===== config.mk =====
export PLATFORM = sky130hd
export DESIGN_NAME = msfs_ctrl
export DESIGN_NICKNAME = d
export VERILOG_FILES = /design/src/design/metropolis_spin_flip_sampler_defines.svh /design/src/design/msfs_pkg.sv /design/src/design/msfs_ctrl.sv
export SDC_FILE = /design/constraint.sdc
export NUM_CORES = 1
export LEC_CHECK = 0
export BUFFER_PORTS_ARGS = -buffer_cell sky130_fd_sc_hd__buf_4
export CORE_UTILIZATION = 51
export CTS_BUF_LIST = sky130_fd_sc_hd__clkbuf_8
export DETAILED_ROUTE_END_ITERATION = 8
export PLACE_DENSITY = 0.75
export SYNTH_ARGS = -nofsm -noshare
export SYNTH_HDL_FRONTEND = slang
export SYNTH_SLANG_ARGS = --single-unit

===== constraint.sdc =====
create_clock -name clk_i -period 2.2 [get_ports clk_i]
set_input_delay 0.11 -clock clk_i [delete_from_list [all_inputs] [get_ports clk_i]]
set_output_delay 0.11 -clock clk_i [all_outputs]
set_load 0.01 [all_outputs]

===== src/design/metropolis_spin_flip_sampler_defines.svh =====
// assertion macros shared by the sampler rtl
`ifndef METROPOLIS_SPIN_FLIP_SAMPLER_DEFINES_SVH
`define METROPOLIS_SPIN_FLIP_SAMPLER_DEFINES_SVH

// same-cycle implication, checked on clk_i, off during reset
`define MSFS_ASSERT_SAME(label, ante, cons, msg) \
  label: assert property (@(posedge clk_i) disable iff (!rst_ni) (ante) |-> (cons)) \
    else $error(msg);

// next-cycle implication, checked on clk_i, off during reset
`define MSFS_ASSERT_NEXT(label, ante, cons, msg) \
  label: assert property (@(posedge clk_i) disable iff (!rst_ni) (ante) |=> (cons)) \
    else $error(msg);

`endif


===== src/design/msfs_pkg.sv =====
// shared types, constants and helpers of the metropolis spin flip sampler
`default_nettype none
package msfs_pkg;

  localparam int unsigned MaxSitesDef = 64;
  localparam logic [63:0] GoldenSeed  = 64'h9E3779B97F4A7C15;
  localparam logic [63:0] Ln2Q64      = 64'hB17217F7D1CF79AB;
  localparam int unsigned LogFracBits = 48;
  localparam logic [5:0]  MantTop     = 6'd52;
  localparam logic [5:0]  MantBits    = 6'd53;
  localparam logic [31:0] CountMax    = 32'hFFFFFFFF;

  localparam logic [1:0] FUNC_START    = 2'd0;
  localparam logic [1:0] FUNC_SET_LOG  = 2'd1;
  localparam logic [1:0] FUNC_PROPOSE  = 2'd2;
  localparam logic [1:0] FUNC_EVALUATE = 2'd3;

  localparam logic REG_SITE_COUNT = 1'b0;
  localparam logic REG_SEED       = 1'b1;

  typedef enum logic [3:0] {
    OP_NONE,
    OP_LATCH,
    OP_SEED,
    OP_SPIN_BIT,
    OP_MOD_LOAD,
    OP_MOD_STEP,
    OP_EVAL_R,
    OP_EVAL_DRAW,
    OP_NORM_STEP,
    OP_SQ_START,
    OP_SQ_TAKE,
    OP_LN_START,
    OP_LN_CMP,
    OP_FINISH
  } dp_op_e;

  typedef struct packed {
    dp_op_e     op;
    logic [5:0] idx;
  } dp_cmd_t;

  typedef struct packed {
    logic [1:0] func;
    logic       pend_valid;
    logic       take;
    logic       norm_done;
    logic       mul_done;
    logic       out_free;
    logic [5:0] last_idx;
  } dp_sts_t;

  function automatic logic [63:0] xorshift64(input logic [63:0] x);
    logic [63:0] t;
    t = x ^ (x << 13);
    t = t ^ (t >> 7);
    t = t ^ (t << 17);
    return t;
  endfunction

endpackage
`default_nettype wire


===== src/design/msfs_ctrl.sv =====
// sequencing state machine of the sampler
`default_nettype none
module msfs_ctrl
  import msfs_pkg::*;
(
  input  wire logic    clk_i,
  input  wire logic    rst_ni,
  input  wire logic    in_valid_i,
  output logic         in_ready_o,
  input  wire dp_sts_t sts_i,
  output dp_cmd_t      cmd_o
);

  localparam logic [3:0] S_IDLE = 4'd0;
  localparam logic [3:0] S_DISP = 4'd1;
  localparam logic [3:0] S_SPIN = 4'd2;
  localparam logic [3:0] S_MOD  = 4'd3;
  localparam logic [3:0] S_EVAL = 4'd4;
  localparam logic [3:0] S_DRAW = 4'd5;
  localparam logic [3:0] S_NORM = 4'd6;
  localparam logic [3:0] S_SQ   = 4'd7;
  localparam logic [3:0] S_SQW  = 4'd8;
  localparam logic [3:0] S_LN   = 4'd9;
  localparam logic [3:0] S_LNW  = 4'd10;
  localparam logic [3:0] S_FIN  = 4'd11;

  localparam logic [5:0] SqLast = 6'(LogFracBits - 1);

  logic [3:0] state_q, state_d;
  logic [5:0] cnt_q, cnt_d;

  always_comb begin
    state_d    = state_q;
    cnt_d      = cnt_q;
    in_ready_o = 1'b0;
    cmd_o.op   = OP_NONE;
    cmd_o.idx  = cnt_q;
    unique case (state_q)
      S_IDLE: begin
        in_ready_o = 1'b1;
        if (in_valid_i) begin
          cmd_o.op = OP_LATCH;
          state_d  = S_DISP;
        end
      end
      S_DISP: begin
        cnt_d = 6'd0;
        unique case (sts_i.func)
          FUNC_START: begin
            cmd_o.op = OP_SEED;
            state_d  = S_SPIN;
          end
          FUNC_SET_LOG: state_d = S_FIN;
          FUNC_PROPOSE: begin
            cmd_o.op = OP_MOD_LOAD;
            state_d  = S_MOD;
          end
          FUNC_EVALUATE: state_d = S_EVAL;
          default: state_d = S_FIN;
        endcase
      end
      S_SPIN: begin
        cmd_o.op = OP_SPIN_BIT;
        cnt_d    = cnt_q + 6'd1;
        if (cnt_q == sts_i.last_idx) state_d = S_FIN;
      end
      S_MOD: begin
        cmd_o.op = OP_MOD_STEP;
        cnt_d    = cnt_q + 6'd1;
        if (&cnt_q) state_d = S_FIN;
      end
      S_EVAL: begin
        cmd_o.op = OP_EVAL_R;
        state_d  = sts_i.pend_valid ? S_DRAW : S_FIN;
      end
      S_DRAW: begin
        // a non-negative ratio accepts without a draw
        if (sts_i.take) begin
          state_d = S_FIN;
        end else begin
          cmd_o.op = OP_EVAL_DRAW;
          state_d  = S_NORM;
        end
      end
      S_NORM: begin
        if (sts_i.take) begin
          state_d = S_FIN;
        end else if (sts_i.norm_done) begin
          cnt_d   = 6'd0;
          state_d = S_SQ;
        end else begin
          cmd_o.op = OP_NORM_STEP;
        end
      end
      S_SQ: begin
        cmd_o.op = OP_SQ_START;
        state_d  = S_SQW;
      end
      S_SQW: begin
        if (sts_i.mul_done) begin
          cmd_o.op = OP_SQ_TAKE;
          cnt_d    = cnt_q + 6'd1;
          state_d  = (cnt_q == SqLast) ? S_LN : S_SQ;
        end
      end
      S_LN: begin
        cmd_o.op = OP_LN_START;
        state_d  = S_LNW;
      end
      S_LNW: begin
        if (sts_i.mul_done) begin
          cmd_o.op = OP_LN_CMP;
          state_d  = S_FIN;
        end
      end
      S_FIN: begin
        if (sts_i.out_free) begin
          cmd_o.op = OP_FINISH;
          state_d  = S_IDLE;
        end
      end
      default: state_d = S_IDLE;
    endcase
  end

  always_ff @(posedge clk_i or negedge rst_ni) begin
    if (!rst_ni) begin
      state_q <= S_IDLE;
      cnt_q   <= 6'd0;
    end else begin
      state_q <= state_d;
      cnt_q   <= cnt_d;
    end
  end

endmodule
`default_nettype wire


==> results of run 1 <==
## power by group through the flow
| stage | Clock, mW | Sequential, mW | Combinational, mW |
|---|---|---|---|
| global route | 0.204 | 0.454 | 1.27 |
| detailed placement | 0 | 0.431 | 1.16 |
| CTS | 0.193 | 0.428 | 1.16 |
| floorplan | 0 | 0.306 | 0.983 |
| global placement | 0 | 0.425 | 1.14 |
| finish | 0.190 | 0.432 | 1.16 |
## stage by stage
stage               hold WS (ns)  power [mW]  area (sq um)  cells
floorplan                -0.1856       1.289          1184    146
global placement        -0.05432       1.561          1358    193
CTS                       0.2375       1.786          1409    197
detailed placement      -0.05414       1.591          1358    193
finish                    0.2377       1.782          1410    197
global route              0.2438       1.929          1410    197
## final cells by class
class	count	area (sq um)	area share [%]
inverters	10	37.54	2.662
flip-flops and latches	10	251.5	17.83
multi-input cells	115	809.5	57.41
clock buffers	3	41.29	2.928
well taps	28	35.03	2.484
repair buffers	31	235.2	16.68
## cells by family (layout without fill, tap and decap cells)
kind of cell	Yosys count	in the layout	share of synthesized area [%]
simple gates	51	51	24.10
compound gates	50	50	31.39
buf+inv	21	44	10.47
flops	10	10	21.14
fa+ha+maj	6	6	6.342
xor+xnor	6	6	4.440
mux	2	2	2.114
## sequential cells by signal, indices dropped and copies added (netlist names)
name,cells
cnt_q,6
state_q,4
## final timing paths
path	cells past startpoint	end	slack [ns]
setup / recovery	5	cmd_o[8]	0.23
hold / removal	2	cnt_q[3]	0.24
setup reg to reg	5	cnt_q[5]	0.24
hold reg to reg	2	cnt_q[1]	0.60
max in group asynchronous	2	state_q[0]	1.80
min in group clk_i	4	state_q[2]	0.29
## synthesized netlist by cell type, drive strengths merged, types with 2 or more instances
library cell / number
nor2: 11
nand2b: 5
ha: 6
xnor2: 6
o21ai: 17
a21o: 2
o31ai: 2
nor3: 3
o211ai: 2
nand2: 13
inv: 10
a31oi: 3
a211oi: 2
nor2b: 5
a21oi: 8
o22ai: 3
clkbuf: 2
buf: 9
nand4: 4
nand3: 5
dfrtp: 10
## routing by layer
metal	wire length [microns]	track usage, %	vias up
li1	-	-	572
met5	0	0	-
met1	1237	32.51	543
met3	148	5.152	6
met2	1373	41.11	45
met4	59	8.095	0
## critical path: cells and delay by family, from the launching register on
kind | cells | cell delay [ns]
buffers and inverters | 2 | 0.43
flip-flops | 1 | 0.58
AO/OA/AOI/OAI | 2 | 0.25
AND/OR/NAND/NOR | 1 | 0.37
## timing repair
item	in CTS	in global routing
endpoints found under the hold margin	10	0
setup buffers	0	0
endpoints found under the setup margin	0	1
resized for setup	0	1
hold buffers	1	0
==> run metrics, run 1 <==
status finished clean; Least-Margin Pin Slew 0.6766 ns; drt initial violations 23; clk sinks 10; RD Place Congestion 0.9354; setup violators final 0; num ports 27; yosys warns 0; CTS Buf Count 3; post-synthesis sequential area ratio 21.14%; final core occ ~64%; antenna cells 0; Worst Setup SP state_q[1]; Int Power 915.5 uW; Post-synth EDFFs 0; CTS Buffer Depth 2; syn nets approximately 170; CP dominant cell by count buf_4; TritonRoute pass-1 iters 6; crit path max fanout 16; flip-flop and latch count after synthesis 10; Tot GR Track Use 25.05%; Area contributors post-synth dfrtp_1 21%, ha_1 6.3%, o21ai_0 5.9%; Post-Syn Area about 1200 sq um; Gate Count Post-Synth 146; Area growth syn-to-layout 19.13%; Switching Fraction 48.62%; Slew Viols, Final 0; Leak Pwr between 0.6 and 0.7 nW; DR vias 1166; ys async rst share 100.0%; Most used DFF post-synth dfrtp_1; Hold Path Class primary input to async pin; htree depth 1; fmax 508.7 MHz; Clock Skews 0.006136 ns; HPWL after detailed placement 2206 microns; setup ws final 0.2340 ns; Core Region 2191 sq um; Critical Path Start Type register; die footprint 2518 sq um; # fillers approximately 200; setup TNS 0 ns; Clk Latency, worst-skew pair roughly 0.24 ns; Slowest cell on crit path dfrtp_1; most frequent cells in the layout 30 x buf_4, 14 x o21ai_0, 12 x nand2_1, 10 x inv_1, 9 x dfrtp_1; crit path DAT between 1.5 and 2 ns; vias per cell roughly 6; largest area contributor in the netlist dfrtp_1; grt ovf 0; FP Rows 17; Total Nets Final between 150 and 200; Final Cycle Share 89.36%; switching power 866.3 uW; post-synth top area share between 20% and 30%; Starting Density 54.03%; Crit. End Element output pin; Worst Path Required 2.09 ns; post-route ant nets 0; PwrDens about 1300 nW/um^2; Routed WL 2819 microns; Relative slew margins 54.90%; post-layout minimum cycle time 1.966 ns; die width 50.18 microns; share of cells above drive strength 1 between 30% and 40%; max cap viols 0; peak supply drop 0.6805 mV; Mean Syn Cell Area between 8 and 9 sq um; most common cell after layout, fill and taps aside buf_4; Flop pwr share 24.2%; Crit Path Class register to output pin; Routed WL per cell 14.31 microns; initial antenna violation count 0; Clock power frac 10.7%; first-pass GRT wire length slightly below 5000 microns; Reg clk slew, reported paths 0.05 ns; part of the power in combinational logic 65.1%; Fin. Hold Viols 0; reg2reg start state_q[2]; Root Buffer clkbuf_8; largest net degree at the start of global routing 24; Place WS 0.2463 ns; RSZ-0062 raised after global routing no; vias in the first global route 1067; Distinct cells, synth 50; crit path cell chain buf_4, nor4b_1, a31oi_1, o21ai_0, buf_4; drt drc 0; Die Y-Extent 50.18 microns; slowest stage delay, CP slightly below 0.6 ns; CTS tree built; Port Buffers 26
No activity file was read; power rests on OpenSTA's default activity.
==> run 2: changes to the inputs <==
Settings changed: PLACE_DENSITY 0.75 to 0.85.
==> run metrics, run 2 (synthesis gave the netlist of run 1 again) <==
status finished clean; Tot GR Track Use roughly 26%; largest net degree at the start of global routing 16; Final Cycle Share around nine tenths; CTS tree built; Area growth syn-to-layout 20.82%; fmax 506.4 MHz; HPWL after detailed placement 2229 microns; Most flops, register cnt_q; clk sinks 10; share of cells above drive strength 1 30.41%; initial antenna violation count 0; Clk Latency, worst-skew pair around 0.24 ns; Crit. End Element output pin; Clock power frac about an eighth; max cap viols 0; htree depth 1; Root Buffer clkbuf_8; vias in the first global route 1139; Critical Path Start Type register; peak supply drop ~0.70 mV; Total Nets Final 194; reg2reg start cnt_q[0]; CTS Buffer Depth 2; Worst Setup SP state_q[0]; PwrDens 1291 nW/um^2; die footprint 2518 sq um; Die Y-Extent 50.18 microns; FP Rows 17; TritonRoute pass-1 iters 4; Clock Skews 0.0007924 ns; crit path DAT 1.86 ns; drt drc 0; Least-Margin Pin Slew about 0.49 ns; Worst Path Required 2.09 ns; part of the power in combinational logic 64.9%; post-CTS setup buffers 0; Crit Path Class register to output pin; CTS Buf Count 3; Fin. Hold Viols 0; drt initial violations 63; total power 1.846 mW; Routed WL 2974 microns; num ports 27; Int Power 958.8 uW; setup violators final 0; biggest regs cnt_q (6), state_q (4); Hold Path Class primary input to async pin; Port Buffers 26; Switching Fraction between 40% and 50%; crit path max fanout 15; post-layout minimum cycle time 1.975 ns; most frequent cells in the layout 31 x buf_4, 14 x o21ai_0, 12 x nand2_1, 10 x inv_1, 10 x dfrtp_1; cts repair resizes 0; # fillers approximately 190; die width 50.18 microns; RD Place Congestion approximately 0.85; first-pass GRT wire length 4981 microns; switching power 886.8 uW; setup TNS 0 ns; vias per cell approximately 6.1; max FFs per register 6; most common cell after layout, fill and taps aside buf_4; DR vias 1210; Starting Density 54.03%; Routed WL per cell 14.94 microns; Flop pwr share 22.2%; grt ovf 0; post-route ant nets 0; DP Cell Count 194; RSZ-0062 raised after global routing no; Reg clk slew, reported paths roughly 0.050 ns; Slew Viols, Final 0; final cell count without fillers 199; Core Region 2191 sq um; antenna cells 0; Leak Pwr 0.6231 nW; Relative slew margins between 60 and 70%
[run 2: changes by cell type in the layout (fill, tap and decap cells not counted)]
cell and delta:
dfrtp_2 -1, dfrtp_1 +1, buf_4 +1, clkbuf_8 +1
[run 2: path summary, 6_finish.rpt]
path | endpoint | depth (start not counted) | slack (ns)
hold reg to reg | cnt_q[0] | 1 | 0.61
min in group clk_i | state_q[2] | 4 | 0.27
setup / recovery | cmd_o[8] | 5 | 0.23
max in group asynchronous | state_q[1] | 2 | 1.81
hold / removal | cnt_q[0] | 2 | 0.25
setup reg to reg | state_q[1] | 6 | 0.35
[run 2: worst max-delay path, stage by stage (launching register included)]
cell     delay [ns]
dfrtp_1        0.62
inv_1          0.25
nor4b_1        0.38
a31oi_1        0.07
o21ai_0        0.16
buf_4          0.14
[run 2: per-stage QoR]
step	setup WS (ns)	area, sq um	hold slack [ns]	util (%)
after floorplan	0.4780	1184	-0.1856	-
after global placement	0.4437	1365	-0.05581	62.31
after detailed placement	0.3745	1365	-0.05230	62.31
after CTS	0.2864	1430	0.2517	65.28
after global routing	0.02050	1430	0.2417	65.28
final	0.2251	1430	0.2496	65.28
[run 2: metal layers]
metal	vias to the layer above	global-route usage (%)	share of wire, %
met3	8	4.242	6.8
met1	567	32.83	42
met2	57	42.44	49
met5	-	0	0
li1	578	-	-
met4	0	10.48	1.5
[run 2: final cells by class]
class | instances | area, sq um | area share (%)
multi-input cells | 115 | 809.5 | 56.61
clock buffers | 4 | 55.05 | 3.850
well taps | 28 | 35.03 | 2.450
flip-flops and latches | 10 | 250.2 | 17.50
repair buffers | 32 | 242.7 | 16.97
inverters | 10 | 37.54 | 2.625
[run 2: power groups by stage]
| stage | registers, mW | logic, mW | clock network (mW) |
|---|---|---|---|
| after floorplan | 0.306 | 0.983 | 0 |
| final | 0.410 | 1.20 | 0.239 |
| after CTS | 0.406 | 1.19 | 0.236 |
| after detailed placement | 0.407 | 1.18 | 0 |
| after global routing | 0.428 | 1.31 | 0.253 |
| after global placement | 0.400 | 1.15 | 0 |
[run 2: timing repair]
action | CTS | global route
setup endpoints to repair | 0 | 0
hold endpoints to repair | 10 | 0
hold buffers | 1 | 0
==> run 3: changes to the inputs <==
Settings changed: CORE_ASPECT_RATIO set to 0.9.
==> run metrics, run 3 (synthesis gave the netlist of run 1 again) <==
CTS tree built; met1 Use GR 35.91%; crit path max fanout 13; CTS Buffer Depth 2; setup ws final 0.1171 ns; peak supply drop approximately 0.68 mV; Routed WL 2971 microns; CTS Buf Count 3; Routed WL per cell 15.01 microns; DP Cell Count 193; most frequent cells in the layout 31 x buf_4, 14 x o21ai_0, 12 x nand2_1, 10 x inv_1, 10 x dfrtp_1; RD Place Congestion 0.8681; htree depth 1; Tot GR Track Use 25.38%; Worst R2R End state_q[1]; # fillers 180; Area growth syn-to-layout 20.72%; first-pass GRT wire length 4547 microns; Critical Path Start Type register; Starting Density 54.24%; HPWL after detailed placement 2140 microns; Fin. Hold Viols 0; TritonRoute pass-1 iters 5; max FFs per register 6; post-layout minimum cycle time 2.083 ns; Clock power frac 13.3%; drt initial violations 60; PwrDens 1294 nW/um^2; Crit. End Element output pin; Worst Path Required roughly 2.1 ns; Slowest cell on crit path dfrtp_1; clk sinks 10; Reg clk slew, reported paths 0.06 ns; Critical path buffers and inverters 2; kind of cell adding the most delay to the critical path flip-flops; Port Buffers 26; Core Region 2182 sq um; slowest stage delay, CP 0.66 ns; Slew Viols, Final 0; FP Rows 16; drt drc 0; cts repair resizes 0; most common cell after layout, fill and taps aside buf_4; status finished clean; Clk Latency, worst-skew pair 0.24 ns; Final Cycle Share between 90% and 100%; Leak Pwr ~0.62 nW; Clock Skews 0.001926 ns; fmax 480.1 MHz; met2 usage about two fifths; largest net degree at the start of global routing 17; DR vias 1205; Int Power 957.8 uW; Least-Margin Pin Slew 0.5151 ns; Flop pwr share 21.9%; share of cells above drive strength 1 30.41%; Root Buffer clkbuf_8; final cell count without fillers 198; die footprint 2518 sq um; setup violators final 0; Switching Fraction 48.19%; GR peak layer met2; vias per cell ~6.1; Crit Path Class register to output pin; grt ovf 0; setup TNS 0 ns; RSZ-0062 raised after global routing no; die width roughly 53 microns; Worst Setup SP state_q[0]; initial antenna violation count 0; switching power roughly 900 uW; Total Nets Final 194; Die Y-Extent 47.71 microns; Relative slew margins 65.66%; CP Depth 5; R2R cell count 6; met3 Track Usage GR 6.032%; biggest regs cnt_q (6), state_q (4); antenna cells 0; reg2reg start cnt_q[0]; num ports 27; part of the power in combinational logic 64.8%; flop-to-flop setup slack 0.36 ns; Hold Path Class primary input to async pin; max cap viols 0; vias in the first global route around 970; Place WS approximately 0.40 ns; crit path cell chain inv_1, nor4b_1, a31oi_1, o21ai_0, buf_4; crit path DAT between 1.5 and 2 ns; post-route ant nets 0; Most flops, register cnt_q
-- run 3: cell counts in the layout (fill, tap and decap cells not counted) --
Identical to the previous run, type by type.
-- run 3: what timing repair did --
action,4_1_cts,5_1_grt
setup endpoints to repair,0,0
endpoints found under the hold margin,10,0
hold buffers,1,0
buffers inserted,0,0
-- run 3: worst max-delay path by stage --
stage,endpoint,slack [ns]
5_1_grt,cmd_o[8],0.03
3_3_place_gp,state_q[1],0.48
6_report,cmd_o[8],0.12
3_5_place_dp,state_q[1],0.40
2_1_floorplan,state_q[1],0.48
4_1_cts,cmd_o[8],0.18
-- run 3: stage by stage --
stage / hold WS, ns / power [mW] / utilization, % / instance area [sq um]
global placement: -0.05792 / 1.548 / 62.50 / 1364
finish: 0.2214 / 1.849 / 65.48 / 1429
global route: 0.2610 / 1.982 / 65.48 / 1429
CTS: 0.2321 / 1.833 / 65.48 / 1429
detailed placement: -0.05330 / 1.578 / 62.50 / 1364
floorplan: -0.1856 / 1.289 / - / 1184
-- run 3: final cells by class --
type	instances	area [sq um]	share of cell area, %
Timing Repair Buffer	32	242.7	16.99
Sequential cell	10	250.2	17.51
Clock buffer	4	55.05	3.853
Inverter	10	37.54	2.627
Tap cell	27	33.78	2.364
Multi-Input combinational cell	115	809.5	56.65
-- run 3: worst reg2reg max path, cell delays in order (launching register included) --
cell and delay (ns):
dfrtp_1 0.48, ha_1 0.28, nand4_2 0.13, o2111ai_2 0.19
o2111a_2 0.25, nand2_2 0.08, mux2_4 0.31
-- run 3: routing by layer --
layer	up-vias	routed length, microns
li1	575	-
met2	70	1355
met5	-	0
met1	558	1335
met4	0	7
met3	2	273
-- run 3: power groups by stage --
stage / sequential [mW] / clock, mW / combinational [mW]
final: 0.406 / 0.245 / 1.20
after CTS: 0.397 / 0.246 / 1.19
after floorplan: 0.306 / 0 / 0.983
after global routing: 0.417 / 0.254 / 1.31
after global placement: 0.390 / 0 / 1.16
after detailed placement: 0.399 / 0 / 1.18
